--- src/rtl/kvt_pkg.sv ---
`timescale 1ns / 1ps

package kvt_pkg;

	// request codes
	localparam logic [2:0] MODE_PUT      = 3'd0;
	localparam logic [2:0] MODE_GET      = 3'd1;
	localparam logic [2:0] MODE_REMOVE   = 3'd2;
	localparam logic [2:0] MODE_CONTAINS = 3'd3;
	localparam logic [2:0] MODE_CLEAR    = 3'd4;

	typedef enum logic [1:0] {
		STAT_DONE = 2'd0,
		STAT_MISS = 2'd1,
		STAT_FULL = 2'd2
	} status_t;

	// one result word as seen on the output channel
	typedef struct packed {
		status_t     status;
		logic [31:0] read_value;
		logic [4:0]  entry_count;
	} result_t;

endpackage

--- src/rtl/kvt_store.sv ---
`timescale 1ns / 1ps

module kvt_store #(
	parameter int DEPTH = 16,
	parameter int WIDTH = 65
) (
	input  logic                     clk,
	input  logic                     rd_en,
	input  logic [$clog2(DEPTH)-1:0] rd_addr,
	output logic [WIDTH-1:0]         rd_data,
	input  logic                     wr_en,
	input  logic [$clog2(DEPTH)-1:0] wr_addr,
	input  logic [WIDTH-1:0]         wr_data
);

	logic [WIDTH-1:0] mem [DEPTH];

	always_ff @(posedge clk) begin
		if (wr_en) begin
			mem[wr_addr] <= wr_data;
		end
	end

	always_ff @(posedge clk) begin
		if (rd_en) begin
			rd_data <= mem[rd_addr];
		end
	end

endmodule

--- src/rtl/kvt_ctrl.sv ---
`timescale 1ns / 1ps

module kvt_ctrl #(
	parameter int TABLE_DEPTH = 16,
	parameter int KEY_WIDTH   = 32,
	parameter int VALUE_WIDTH = 32,
	localparam int AW = $clog2(TABLE_DEPTH),
	localparam int CW = $clog2(TABLE_DEPTH + 1),
	localparam int EW = 1 + KEY_WIDTH + VALUE_WIDTH
) (
	input  logic                clk,
	input  logic                arst_n,
	input  logic                in_valid,
	output logic                in_stall,
	input  logic [2:0]          mode,
	input  logic [31:0]         lookup_key,
	input  logic signed [31:0]  data_value,
	output logic                out_valid,
	input  logic                out_stall,
	output kvt_pkg::result_t    result,
	input  logic [31:0]         miss_value,
	output logic                rd_en,
	output logic [AW-1:0]       rd_addr,
	input  logic [EW-1:0]       rd_data,
	output logic                wr_en,
	output logic [AW-1:0]       wr_addr,
	output logic [EW-1:0]       wr_data
);

	typedef enum logic [4:0] {
		S_SWEEP  = 5'b00001,
		S_IDLE   = 5'b00010,
		S_SCAN   = 5'b00100,
		S_WAIT   = 5'b01000,
		S_FINISH = 5'b10000
	} state_t;

	localparam logic [AW-1:0] LAST_IDX = AW'(TABLE_DEPTH - 1);

	state_t                 state_q, state_d;
	logic [AW-1:0]          idx_q;
	logic [2:0]             mode_q;
	logic [KEY_WIDTH-1:0]   key_q;
	logic [VALUE_WIDTH-1:0] val_q;
	logic                   chk_s1;
	logic [AW-1:0]          chk_idx_s1;
	logic                   hit_found_q;
	logic [AW-1:0]          hit_idx_q;
	logic [VALUE_WIDTH-1:0] hit_value_q;
	logic                   free_found_q;
	logic [AW-1:0]          free_idx_q;
	logic [CW-1:0]          count_q;
	logic                   out_valid_q;
	kvt_pkg::result_t       out_q;

	logic                   accept;
	logic                   out_free;
	logic                   finish_go;
	logic                   ent_valid;
	logic [KEY_WIDTH-1:0]   ent_key;
	logic [VALUE_WIDTH-1:0] ent_value;
	logic                   ent_match;

	kvt_pkg::status_t       fin_status;
	logic [31:0]            fin_rv;
	logic [CW-1:0]          fin_count;
	logic                   fin_we;
	logic                   fin_keep;
	logic [AW-1:0]          fin_addr;

	assign in_stall  = (state_q != S_IDLE);
	assign accept    = in_valid && !in_stall;
	assign out_free  = !out_valid_q || !out_stall;
	assign finish_go = (state_q == S_FINISH) && out_free;

	assign out_valid = out_valid_q;
	assign result    = out_q;

	// entry word: {valid, key, value}
	assign ent_valid = rd_data[EW-1];
	assign ent_key   = rd_data[VALUE_WIDTH +: KEY_WIDTH];
	assign ent_value = rd_data[VALUE_WIDTH-1:0];
	assign ent_match = ent_valid && ((mode_q == kvt_pkg::MODE_CONTAINS) ?
		(ent_value == val_q) : (ent_key == key_q));

	assign rd_en   = (state_q == S_SCAN);
	assign rd_addr = idx_q;

	always_comb begin
		fin_status = kvt_pkg::STAT_MISS;
		fin_rv     = miss_value;
		fin_count  = count_q;
		fin_we     = 1'b0;
		fin_keep   = 1'b1;
		fin_addr   = hit_idx_q;
		unique case (mode_q)
			kvt_pkg::MODE_PUT: begin
				if (hit_found_q) begin
					fin_status = kvt_pkg::STAT_DONE;
					fin_we     = 1'b1;
				end else if (free_found_q) begin
					fin_status = kvt_pkg::STAT_DONE;
					fin_we     = 1'b1;
					fin_addr   = free_idx_q;
					fin_count  = count_q + CW'(1);
				end else begin
					fin_status = kvt_pkg::STAT_FULL;
				end
			end
			kvt_pkg::MODE_GET, kvt_pkg::MODE_CONTAINS: begin
				if (hit_found_q) begin
					fin_status = kvt_pkg::STAT_DONE;
					fin_rv     = 32'(hit_value_q);
				end
			end
			kvt_pkg::MODE_REMOVE: begin
				if (hit_found_q) begin
					fin_status = kvt_pkg::STAT_DONE;
					fin_rv     = 32'(hit_value_q);
					fin_we     = 1'b1;
					fin_keep   = 1'b0;
					if (count_q != '0) begin
						fin_count = count_q - CW'(1);
					end
				end
			end
			kvt_pkg::MODE_CLEAR: begin
				fin_status = kvt_pkg::STAT_DONE;
				fin_count  = '0;
			end
			default: begin
			end
		endcase
	end

	assign wr_en   = (state_q == S_SWEEP) || (finish_go && fin_we);
	assign wr_addr = (state_q == S_SWEEP) ? idx_q : fin_addr;
	assign wr_data = (state_q == S_SWEEP) ? '0 : {fin_keep, key_q, val_q};

	always_comb begin
		state_d = state_q;
		unique case (state_q)
			S_SWEEP: begin
				if (idx_q == LAST_IDX) begin
					state_d = S_IDLE;
				end
			end
			S_IDLE: begin
				if (accept) begin
					state_d = S_SCAN;
				end
			end
			S_SCAN: begin
				if (idx_q == LAST_IDX) begin
					state_d = S_WAIT;
				end
			end
			S_WAIT: begin
				state_d = S_FINISH;
			end
			S_FINISH: begin
				if (out_free) begin
					state_d = (mode_q == kvt_pkg::MODE_CLEAR) ? S_SWEEP : S_IDLE;
				end
			end
			default: begin
				state_d = S_SWEEP;
			end
		endcase
	end

	always_ff @(posedge clk or negedge arst_n) begin
		if (!arst_n) begin
			state_q      <= S_SWEEP;
			idx_q        <= '0;
			chk_s1       <= 1'b0;
			hit_found_q  <= 1'b0;
			free_found_q <= 1'b0;
			count_q      <= '0;
			out_valid_q  <= 1'b0;
		end else begin
			state_q <= state_d;
			chk_s1  <= (state_q == S_SCAN);

			if (state_q == S_SWEEP || state_q == S_SCAN) begin
				idx_q <= (idx_q == LAST_IDX) ? '0 : idx_q + AW'(1);
			end

			if (accept) begin
				hit_found_q  <= 1'b0;
				free_found_q <= 1'b0;
			end else if (chk_s1) begin
				// first hit and first free slot win
				if (ent_match && !hit_found_q) begin
					hit_found_q <= 1'b1;
				end
				if (!ent_valid && !free_found_q) begin
					free_found_q <= 1'b1;
				end
			end

			if (finish_go) begin
				count_q     <= fin_count;
				out_valid_q <= 1'b1;
			end else if (!out_stall) begin
				out_valid_q <= 1'b0;
			end
		end
	end

	always_ff @(posedge clk) begin
		chk_idx_s1 <= idx_q;
		if (accept) begin
			mode_q <= mode;
			key_q  <= KEY_WIDTH'(lookup_key);
			val_q  <= VALUE_WIDTH'($unsigned(data_value));
		end
		if (chk_s1 && ent_match && !hit_found_q) begin
			hit_idx_q   <= chk_idx_s1;
			hit_value_q <= ent_value;
		end
		if (chk_s1 && !ent_valid && !free_found_q) begin
			free_idx_q <= chk_idx_s1;
		end
		if (finish_go) begin
			out_q.status      <= fin_status;
			out_q.read_value  <= fin_rv;
			out_q.entry_count <= 5'(fin_count);
		end
	end

	a_count_bound: assert property (@(posedge clk) disable iff (!arst_n)
		count_q <= CW'(TABLE_DEPTH))
		else $error("entry count above table depth");

	a_no_rw_overlap: assert property (@(posedge clk) disable iff (!arst_n)
		!(rd_en && wr_en))
		else $error("read and write in the same cycle");

	a_accept_scan: assert property (@(posedge clk) disable iff (!arst_n)
		accept |=> (state_q == S_SCAN) && (idx_q == '0))
		else $error("accepted word did not start a scan at entry zero");

	a_chk_after_scan: assert property (@(posedge clk) disable iff (!arst_n)
		chk_s1 |-> $past(state_q == S_SCAN))
		else $error("compare without a preceding read");

	a_out_from_finish: assert property (@(posedge clk) disable iff (!arst_n)
		$rose(out_valid_q) |-> $past(state_q == S_FINISH))
		else $error("result loaded outside finish");

endmodule

--- src/rtl/key_value_table.sv ---
`timescale 1ns / 1ps

// channel  | handshake          | payload
// ---------+--------------------+-----------------------------------------
// in       | in_valid/in_stall  | mode, lookup_key, data_value
// out      | out_valid/out_stall| status, read_value, entry_count
// cfg      | cfg_wr_en          | cfg_wr_data (miss value)
//
// A request is accepted in idle, then reads all entries of the single entry
// memory with one read per cycle; a wait state takes the last read data, and
// a finish state writes back and loads the output register. The block then
// returns to idle; in_stall holds off the next word while a request runs.
// Clear adds a sweep that invalidates every entry.
// After reset the same sweep runs; in_stall stays high until it ends.
// A held output word stalls the block in its write-back state; a new word is
// taken while the last result still waits on out_stall.
module key_value_table #(
	parameter int TABLE_DEPTH = 16,
	parameter int KEY_WIDTH   = 32,
	parameter int VALUE_WIDTH = 32
) (
	input  logic               clk,
	input  logic               arst_n,
	input  logic               in_valid,
	output logic               in_stall,
	input  logic [2:0]         mode,
	input  logic [31:0]        lookup_key,
	input  logic signed [31:0] data_value,
	output logic               out_valid,
	input  logic               out_stall,
	output logic [1:0]         status,
	output logic signed [31:0] read_value,
	output logic [4:0]         entry_count,
	input  logic               cfg_wr_en,
	input  logic signed [31:0] cfg_wr_data
);

	localparam int AW = $clog2(TABLE_DEPTH);
	localparam int EW = 1 + KEY_WIDTH + VALUE_WIDTH;

	logic [31:0]      miss_q;
	kvt_pkg::result_t result;
	logic             rd_en;
	logic [AW-1:0]    rd_addr;
	logic [EW-1:0]    rd_data;
	logic             wr_en;
	logic [AW-1:0]    wr_addr;
	logic [EW-1:0]    wr_data;

	always_ff @(posedge clk or negedge arst_n) begin
		if (!arst_n) begin
			miss_q <= '1;
		end else if (cfg_wr_en) begin
			miss_q <= cfg_wr_data;
		end
	end

	kvt_store #(
		.DEPTH (TABLE_DEPTH),
		.WIDTH (EW)
	) u_store (
		.clk     (clk),
		.rd_en   (rd_en),
		.rd_addr (rd_addr),
		.rd_data (rd_data),
		.wr_en   (wr_en),
		.wr_addr (wr_addr),
		.wr_data (wr_data)
	);

	kvt_ctrl #(
		.TABLE_DEPTH (TABLE_DEPTH),
		.KEY_WIDTH   (KEY_WIDTH),
		.VALUE_WIDTH (VALUE_WIDTH)
	) u_ctrl (
		.clk        (clk),
		.arst_n     (arst_n),
		.in_valid   (in_valid),
		.in_stall   (in_stall),
		.mode       (mode),
		.lookup_key (lookup_key),
		.data_value (data_value),
		.out_valid  (out_valid),
		.out_stall  (out_stall),
		.result     (result),
		.miss_value (miss_q),
		.rd_en      (rd_en),
		.rd_addr    (rd_addr),
		.rd_data    (rd_data),
		.wr_en      (wr_en),
		.wr_addr    (wr_addr),
		.wr_data    (wr_data)
	);

	assign status      = result.status;
	assign read_value  = result.read_value;
	assign entry_count = result.entry_count;

endmodule

--- config.mk ---
export PLATFORM = sky130hd
export DESIGN_NAME = key_value_table
export DESIGN_NICKNAME = d
export VERILOG_FILES = /design/src/rtl/kvt_pkg.sv /design/src/rtl/kvt_store.sv /design/src/rtl/kvt_ctrl.sv /design/src/rtl/key_value_table.sv
export SDC_FILE = /design/constraint.sdc
export NUM_CORES = 1
export LEC_CHECK = 0
export BUFFER_PORTS_ARGS = -buffer_cell sky130_fd_sc_hd__buf_2
export CAP_MARGIN = 20
export CORE_MARGIN = 5
export CORE_UTILIZATION = 44
export CTS_CLUSTER_SIZE = 12
export DETAILED_ROUTE_END_ITERATION = 16
export GPL_ROUTABILITY_DRIVEN = 0
export PLACE_DENSITY = 0.62
export SLEW_MARGIN = 5
export SYNTH_ARGS = -nofsm -noshare
export SYNTH_HDL_FRONTEND = slang
export SYNTH_SLANG_ARGS = --single-unit
--- constraint.sdc ---
create_clock -name clk -period 6.6 [get_ports clk]
set_input_delay 0.33 -clock clk [delete_from_list [all_inputs] [get_ports clk]]
set_output_delay 0.33 -clock clk [all_outputs]
set_load 0.01 [all_outputs]
# Word-level counts from Yosys, hierarchy flattened
# Memory sizes are Yosys's and may differ from the RTL's. A register that Yosys moved wholly into a read port is not among the register bits.
# Cells that the tools add are included.
# totals
mem_bits_rw	1040
ff_bits	200
mem_count	1
latch_bits	0
rom_bits	0
output_inout_bits	41
elab_cells	108
# mem_list
name	depth	width	rd	rd_ports_with_merged_regs	write_ports	line	rtl
u_store.mem	16	65	1	1	1	kvt_store.sv:16	logic [WIDTH-1:0] mem [DEPTH];
# classes
mux	40
n_div	0
n_reduce_logical	28
addsub	3
order_cmp	0
n_bitwise	0
eq_ne	18
mul	0
shifts	0
# ops
cell	count
65-bit two-way mux	1
32-bit equality test	2
32-bit two-way mux	2
5-bit two-way mux	8
5-bit one-hot mux with 5 select lines	1
4-bit two-way mux	5
1-bit two-way mux	17
5-bit one-hot mux with 3 select lines	1
1-bit logical AND	10
2-bit by 1-bit inequality test with 1-bit output, second input constant	4
3-bit by 2-bit equality test with 1-bit output, second input constant	2
1-bit zero test	6
2-bit two-way mux	3
2-bit one-hot mux with 3 select lines	1
2-bit nonzero test	3
5-bit by 1-bit adder with 5-bit output, second input constant	1
5-bit by 1-bit equality test with 1-bit output, second input constant	1
5-bit by 2-bit equality test with 1-bit output, second input constant	1
5-bit by 3-bit equality test with 1-bit output, second input constant	1
5-bit by 4-bit equality test with 1-bit output, second input constant	1
5-bit equality test, second input constant	1
5-bit by 2-bit inequality test with 1-bit output, second input constant	1
5-bit nonzero test	1
5-bit by 1-bit subtractor with 5-bit output, second input constant	1
other kinds (11)	14

# Longest topological paths before layout
# Gate-level depths: netlist of run 1.
# depth
depth_word	7
mapped_depth	7
ltp_nobuf	7

# Modules after synthesis
# Synthesis of run 1 repeated with hierarchy kept, for this count alone.
# hier_totals
hier_cells	2252
area_unflattened_um2	49645.1
# by_module_without_submodules
module	n_inst	area_each_um2	seq_area_each_um2	cells_each
kvt_store	1	40894.2	33181.8	1673
kvt_ctrl	1	7365.8	4916.0	511
key_value_table	1	1385.1	840.8	68

# Worst setup path before layout of run 1
# No wires, ideal clock.
# synth_path
path_kind	reg-to-reg
from	register u_ctrl.state_q[3]
to	register u_ctrl.chk_s1
required_time_ps	6013
t_arrival_ps	5186
path_stages_with_launch	4
n_path_buf	0
path_slack_ps	826
cell_sequence	dfrtp_1 nor2_1 nand2_1 nor3_1
# synth_between
elab_chain_len	1
# synth_rtl
element	line	rtl
start, declared	kvt_ctrl.sv:40	state_t state_q, state_d;
start signal, assigned	kvt_ctrl.sv:182	state_q <= state_d;
5-bit by 3-bit equality test with 1-bit output	n/a	
named net rd_en	key_value_table.sv:43	logic rd_en;
end signal, assigned	kvt_ctrl.sv:183	chk_s1 <= (state_q == S_SCAN);
end, declared	kvt_ctrl.sv:45	logic chk_s1;
# The timed path passes the listed nets, and every way through them passes these cells.
# A chain may end at the register's enable or synchronous reset.

# Worst setup path after layout of run 1
# layout_path
from	register u_ctrl.state_q[2]
to	memory u_store.mem[11][22] (enable)
# layout_between
elab_chain_len	6
# layout_rtl
element	line	rtl
5-bit equality test	kvt_ctrl.sv:74	assign finish_go = (state_q == S_FINISH) && out_free;
1-bit logical AND	kvt_ctrl.sv:74	
1-bit logical AND	kvt_ctrl.sv:136	assign wr_en = (state_q == S_SWEEP) || (finish_go && fin_we);
1-bit logical OR	kvt_ctrl.sv:136	
1-bit two-way mux	kvt_store.sv:19	if (wr_en) begin
1-bit two-way mux (not written as such)	kvt_store.sv:20	mem[wr_addr] <= wr_data;
end, declared	kvt_store.sv:16	
# Parallel ways exist; a longest one is shown, timed or not.

==> reports/metrics.cfg, run 1 <==
[outcome]
status=complete, no violations

[floorplan]
rows=123
dieHeight_microns=346
initial_utilization_pct=44.2
pin_count=145
core_area_sq_mm=0.112
die_width_microns=346
dieArea_sq_mm=0.119

[clocking]
cts-root-buf=clkbuf_16
cts_resized=0
numCtsBuffers=138
clk_latency_ns=0.73
cts_tree=done
htreeDepth=4
post_cts_buffers=0
cts_buffer_depth=3
cts_num_sinks=1305
clk_pin_slew_ns=0.06

[final_layout]
utilization_pct=51.3
fin_area_sq_mm=0.0576
fin_cells=4038
final_common_cell=edfxtp_1
drive_gt1_share_pct=32.2
multi_input_area_sq_mm=0.0103
layout.nets=2552
regArea_sq_mm=0.0390
n_antenna_cell=0
area_delta_synth_final_pct=16.2
nFillCells=8586
layout_common_cells=edfxtp_1 (1251), mux4_2 (325), buf_2 (144)

[detailed_routing]
initialDrtViolationCount=2103
drt_pass1_iterations=5
viasPerCell=5.64
wirelength_mm=111
ant_nets=0
remaining_drc_errors=0
wl_per_cell_microns=27.5
dr_total_vias=22800

[synthesis]
ys_seq_elements=1305
ys_warn_count=0
synth.avg_cell_area_sq_um=23.4
ys.flop_type=edfxtp_1
netlist_instances=2120
synth_area_sq_mm=0.0496
syn_nets=2227
synth_edf_count=1251
yosysSeqAreaShare_pct=78.6
netlist-cell-type-count=55
synthArstFlopShare_pct=3.83

[pwr]
finalPower_mw=24.5
pwr-share-comb_pct=24.0
p_per_area_mw_per_mm2=426
switching_share_pct=27.5
p_switching_mw=6.75
intPower_mw=17.8
p_clk_share_pct=29.4
p_leak_nw=18.2
ir_worst_vdd_mv=0.333
seqPwrFrac_pct=46.7

[critical_path]
cp_cell_sequence=nand2b_1, or2_4, a31oi_2, nand3b_1, nor2_4, buf_4, buf_4
required_ns=6.95
cp_slowest_cell=or2_4
cp.arrival_ns=4.70
cp_num_buf_inv=2
crit_path_max_incr_delay_ns=0.92
start_kind=flip-flop
cp_max_fo=68
critPathCaptureType=flip-flop
crit_family=simple AND/OR/NAND/NOR gates
crit_path_frequent_cell=buf_4
worstSetupPathType=reg -> reg

[global_route]
antenna_found_initial=2
grt_pass1_wl_mm=164
grtUsageTotal_pct=18.5
grt-ovfl-total=0
grt_max_degree=108
grt_pass1_vias=24000

[timing]
final-hold-violation-count=0
finalClockSkew_ns=0.0265
post-route-min-period_ns=4.35
finalCritPeriodShare_pct=65.9
rsz0062_at_grt=false
max_freq_mhz=230
hold_ws_ns=0.308
tightest_slew_ns=1.10
finalSetupTns_ns=0
setup_slack_ns=2.25
slew_headroom_pct=27.0
setup_viol=0
slew_violations=0

[placed_design]
dp.cells=3701
place_area_sq_mm=0.0523
place_ws_ns=2.18
port_buffers=144
dpl.hpwl_mm=61.6

[min_path]
hp-class=in -> async

[flow_run]
cap_violations=0

## cells by family (layout without fill, tap and decap cells)
kind of cell	Yosys count	in the layout	synth area share, %
AOI/OAI and AO/OA	46	46	0.608
xor gates and xnor gates	67	67	1.18
DFF	1305	1305	78.6
muxes	397	397	16.4
adders and majority gates	3	3	0.0757
buffers and inverters	106	524	0.909
and+or+nand+nor	196	196	2.25
## power groups by stage
stage          combinational, mW  sequential, mW  clock (mW)
2_1_floorplan               4.32            11.3           0
3_3_place_gp                5.78            11.6           0
3_5_place_dp                5.94            11.6           0
4_1_cts                     6.00            11.5        7.38
5_1_grt                     6.32            11.5        7.73
6_report                    5.89            11.5        7.21
## metal layers
layer | vias to the layer above | global-route usage [%] | wire length (microns)
met4 | 0 | 4.74 | 2020
li1 | 9576 | - | -
met2 | 843 | 30.8 | 55900
met3 | 134 | 3.27 | 6890
met5 | - | 0 | 0
met1 | 12200 | 25.8 | 46200
## tightest hold or removal path, delay by kind of cell
kind / cells / cell delay, ns
buffers and inverters: 3 / 1.14
## timing repair
item	in CTS	in global routing
endpoints found under the setup margin	0	0
hold endpoints to repair	119	0
hold buffers	102	0
## synthesized netlist by cell type, types with 17 or more instances
library cell | n | area (sq um)
and2_1 | 65 | 407
buf_2 | 39 | 195
clkbuf_1 | 56 | 210
dfrtp_1 | 17 | 425
dfstp_2 | 33 | 867
edfxtp_1 | 1251 | 37600
mux2_2 | 69 | 777
mux4_2 | 325 | 7320
nand2_1 | 17 | 63.8
nand4_1 | 25 | 156
nor2_1 | 30 | 113
xnor2_1 | 60 | 526
## final timing paths
check                                                        to  cells past startpoint                           from  slack, ns
worst max-delay path              u_store.mem[11][22]$_DFFE_PP_                      7  u_ctrl.state_q[2]$_DFFE_PN0P_       2.25
worst min-delay path            u_ctrl.free_found_q$_DFFE_PN0P_                      3                         arst_n       0.31
worst max register to register    u_store.mem[11][22]$_DFFE_PP_                      7  u_ctrl.state_q[2]$_DFFE_PN0P_       2.25
worst min register to register    u_ctrl.hit_idx_q[0]$_DFFE_PP_                      0   u_ctrl.chk_idx_s1[0]$_DFF_P_       0.44
max in group asynchronous         u_ctrl.rd_addr[0]$_DFFE_PN0P_                      3                         arst_n       5.77
min in group clk                     u_ctrl.key_q[27]$_DFFE_PP_                      2                 lookup_key[27]       0.31
## registers in the layout, summed over array words and instances (netlist names)
name,cells
u_store.rd_data,65
u_ctrl.chk_s1,1
u_ctrl.state_q,5
u_ctrl.hit_idx_q,4
u_ctrl.count_q,5
u_ctrl.val_q,32
u_ctrl.free_idx_q,4
miss_q,32
u_ctrl.chk_idx_s1,4
u_store.mem,1040
u_ctrl.result,39
u_ctrl.hit_value_q,32
u_ctrl.out_valid,1
u_ctrl.key_q,32
u_ctrl.mode_q,3
u_ctrl.rd_addr,4
u_ctrl.hit_found_q,1
u_ctrl.free_found_q,1
## final cells by class
class                   count  share of cell area, %
clock buffers             192                   6.64
well taps                1500                   3.26
inverters                   6                 0.0435
repair buffers            285                   3.87
flip-flops and latches   1305                   67.7
multi-input cells         709                   17.9
clock inverters            41                  0.630
No activity file was read; power rests on OpenSTA's default activity.
==> run 2: changes to the inputs <==
--- a/config.mk
+++ b/config.mk
@@ -12,7 +12,7 @@
 export CTS_CLUSTER_SIZE = 12
 export DETAILED_ROUTE_END_ITERATION = 16
 export GPL_ROUTABILITY_DRIVEN = 0
-export PLACE_DENSITY = 0.62
+export PLACE_DENSITY = 0.64
 export SLEW_MARGIN = 5
 export SYNTH_ARGS = -nofsm -noshare
 export SYNTH_HDL_FRONTEND = slang
==> constraint.sdc (replaced) <==
create_clock -name clk -period 3.8 [get_ports clk]
set_input_delay 0.19 -clock clk [delete_from_list [all_inputs] [get_ports clk]]
set_output_delay 0.19 -clock clk [all_outputs]
set_load 0.01 [all_outputs]
==> run 2 against run 1 <==
Effect of this change: sequential power rose by 72%; critical path depth decreased by 1; critical endpoint is now u_ctrl.hit_value_q[27]$_DFFE_PP_; largest cell class unchanged; clock-buffer cell count down 10; non-clock buffer count rose by 24; combinational power increased by 88%; register-to-register slack worse by 1.8 ns; clock skew increased by 0.0092 ns.
==> reports/metrics.cfg, run 2 (synthesis results as in run 1) <==
[outcome]
status=complete, no violations

[final_layout]
n_antenna_cell=0  ; unchanged
largest_register=u_store.mem
largest_reg_flops=1040  ; unchanged
fin_area_sq_mm=0.0579  ; +0.55%
nFillCells=8524  ; -0.72%
multi_input_area_sq_mm=0.0103  ; about the same
area_delta_synth_final_pct=16.8
drive_gt1_share_pct=32.6  ; +0.37 points
regArea_sq_mm=0.0390  ; unchanged
layout_common_cells=edfxtp_1 (1251), mux4_2 (325), buf_2 (144)
layout.nets=2575  ; +0.90%
final_common_cell=edfxtp_1

[detailed_routing]
viasPerCell=5.66  ; +0.31%
initialDrtViolationCount=2328  ; +11%
ant_nets=0  ; unchanged
wl_met2_mm=55.6  ; -0.66%
maxUsedRoutingLayer=met5
wl_per_cell_microns=27.5  ; +0.19%
dr_total_vias=22900  ; +0.66%
wl_met1_mm=46.2  ; about the same
drt_pass1_iterations=5  ; unchanged
wirelength_mm=112  ; +0.54%
wl_met3_mm=7.81  ; +13%
remaining_drc_errors=0  ; unchanged

[floorplan]
dieHeight_microns=346  ; unchanged
rows=123  ; unchanged
pin_count=145  ; unchanged
initial_utilization_pct=44.2  ; unchanged
die_width_microns=346  ; unchanged
dieArea_sq_mm=0.119  ; unchanged
core_area_sq_mm=0.112  ; unchanged

[timing]
setup_slack_ns=0.450  ; -1.80 ns
setup_viol=0  ; unchanged
post-route-min-period_ns=3.35  ; -0.997 ns
hold_ws_ns=0.182  ; -0.126 ns
finalClockSkew_ns=0.0357  ; +0.00920 ns
max_freq_mhz=299  ; +30%
final-hold-violation-count=0  ; unchanged
tightest_slew_ns=0.882  ; -0.213 ns
finalCritPeriodShare_pct=88.2  ; +22 points
rsz0062_at_grt=false
finalSetupTns_ns=0  ; unchanged
slew_headroom_pct=41.2  ; +14 points
slew_violations=0  ; unchanged

[placed_design]
port_buffers=144  ; unchanged
place_area_sq_mm=0.0529  ; +0.99%
place_ws_ns=0.505  ; -1.67 ns
dpl.hpwl_mm=65.0  ; +5.4%

[global_route]
grt_max_degree=90  ; -17%
grt-ovfl-total=0  ; unchanged
grt_pass1_wl_mm=165  ; +1.0%
grt_pass1_vias=24200  ; +0.76%
grtUsageTotal_pct=18.7  ; +0.15 points
antenna_found_initial=6  ; +4

[clocking]
cts_resized=0  ; unchanged
cts_num_sinks=1305  ; unchanged
clk_latency_ns=0.72  ; about the same
numCtsBuffers=137  ; -0.72%
htreeDepth=4  ; unchanged
cts_buffer_depth=3  ; unchanged
clk_pin_slew_ns=0.06  ; about the same
cts-root-buf=clkbuf_16
cts_tree=done

[critical_path]
worstSetupPathType=reg -> reg
critPathCaptureType=flip-flop
cp.arrival_ns=3.75  ; -0.95 ns
reg2reg_depth=6  ; -1
cp_max_fo=31  ; -54%
cp_cell_sequence=nand3b_1, or4_1, nor4_2, nand3_1, a211oi_4, buf_12
crit_path_max_incr_delay_ns=0.70  ; -0.22 ns
start_kind=flip-flop
required_ns=4.20  ; -2.75 ns
cp_slowest_cell=or4_1

[pwr]
ir_worst_vdd_mv=0.446  ; +34%
p_leak_nw=18.3  ; +0.59%
p_per_area_mw_per_mm2=742  ; +74%
finalPower_mw=42.9  ; +75%

[flow_run]
cap_violations=0  ; unchanged

[min_path]
hp-class=in -> reg
hold_depth=2

## run 2: area by class of cell
cell class                      count  share of cell area (%)
Multi-Input combinational cell    709                    17.8
Inverter                            6                  0.0432
Clock buffer                      182                    6.41
Clock inverter                     41                   0.514
Timing Repair Buffer              309                    4.69
Sequential cell                  1305                    67.3
Tap cell                         1500                    3.24
## run 2: worst paths after layout
check | from | slack (ns) | to
setup / recovery | u_ctrl.mode_q[1]$_DFFE_PP_ | 0.45 | u_ctrl.hit_value_q[27]$_DFFE_PP_
hold / removal | data_value[2] | 0.18 | u_ctrl.val_q[2]$_DFFE_PP_
setup reg to reg | u_ctrl.mode_q[1]$_DFFE_PP_ | 0.45 | u_ctrl.hit_value_q[27]$_DFFE_PP_
hold reg to reg | u_ctrl.chk_idx_s1[1]$_DFF_P_ | 0.46 | u_ctrl.free_idx_q[1]$_DFFE_PP_
max in group asynchronous | arst_n | 3.15 | miss_q[2]$_DFFE_PN1P_
min in group asynchronous | arst_n | 0.36 | miss_q[28]$_DFFE_PN1P_
## run 2: critical path, delay by kind of cell (launching register included)
kind / cells / cell delay (ns)
AO/OA/AOI/OAI: 1 / 0.48
buffers and inverters: 1 / 0.26
flip-flops: 1 / 0.63
AND/OR/NAND/NOR: 4 / 1.64
## run 2: timing repair
item / CTS / global route
buffers inserted: 0 / 0
endpoints found under the hold margin: 143 / 0
hold buffers: 102 / 0
## run 2: report_power, final
group	leakage [nW]	internal, mW	switching, mW
combinational	4.42	4.85	6.21
clock	1.93	6.95	5.18
sequential	12.0	19.0	0.729
total	18.3	30.8	12.1
## run 2: routing by layer
layer  vias up  global-route usage, %
met5         -                      0
met4         2                   4.34
met3       149                   3.74
met2       940                   30.8
met1     12200                   26.1
li1       9595                      -
## run 2: through the flow
stage               std cells  utilization [%]
global route             4052             51.6
global placement         3726             47.1
floorplan                2120                -
finish                   4052             51.6
CTS                      4051             51.6
detailed placement       3726             47.1
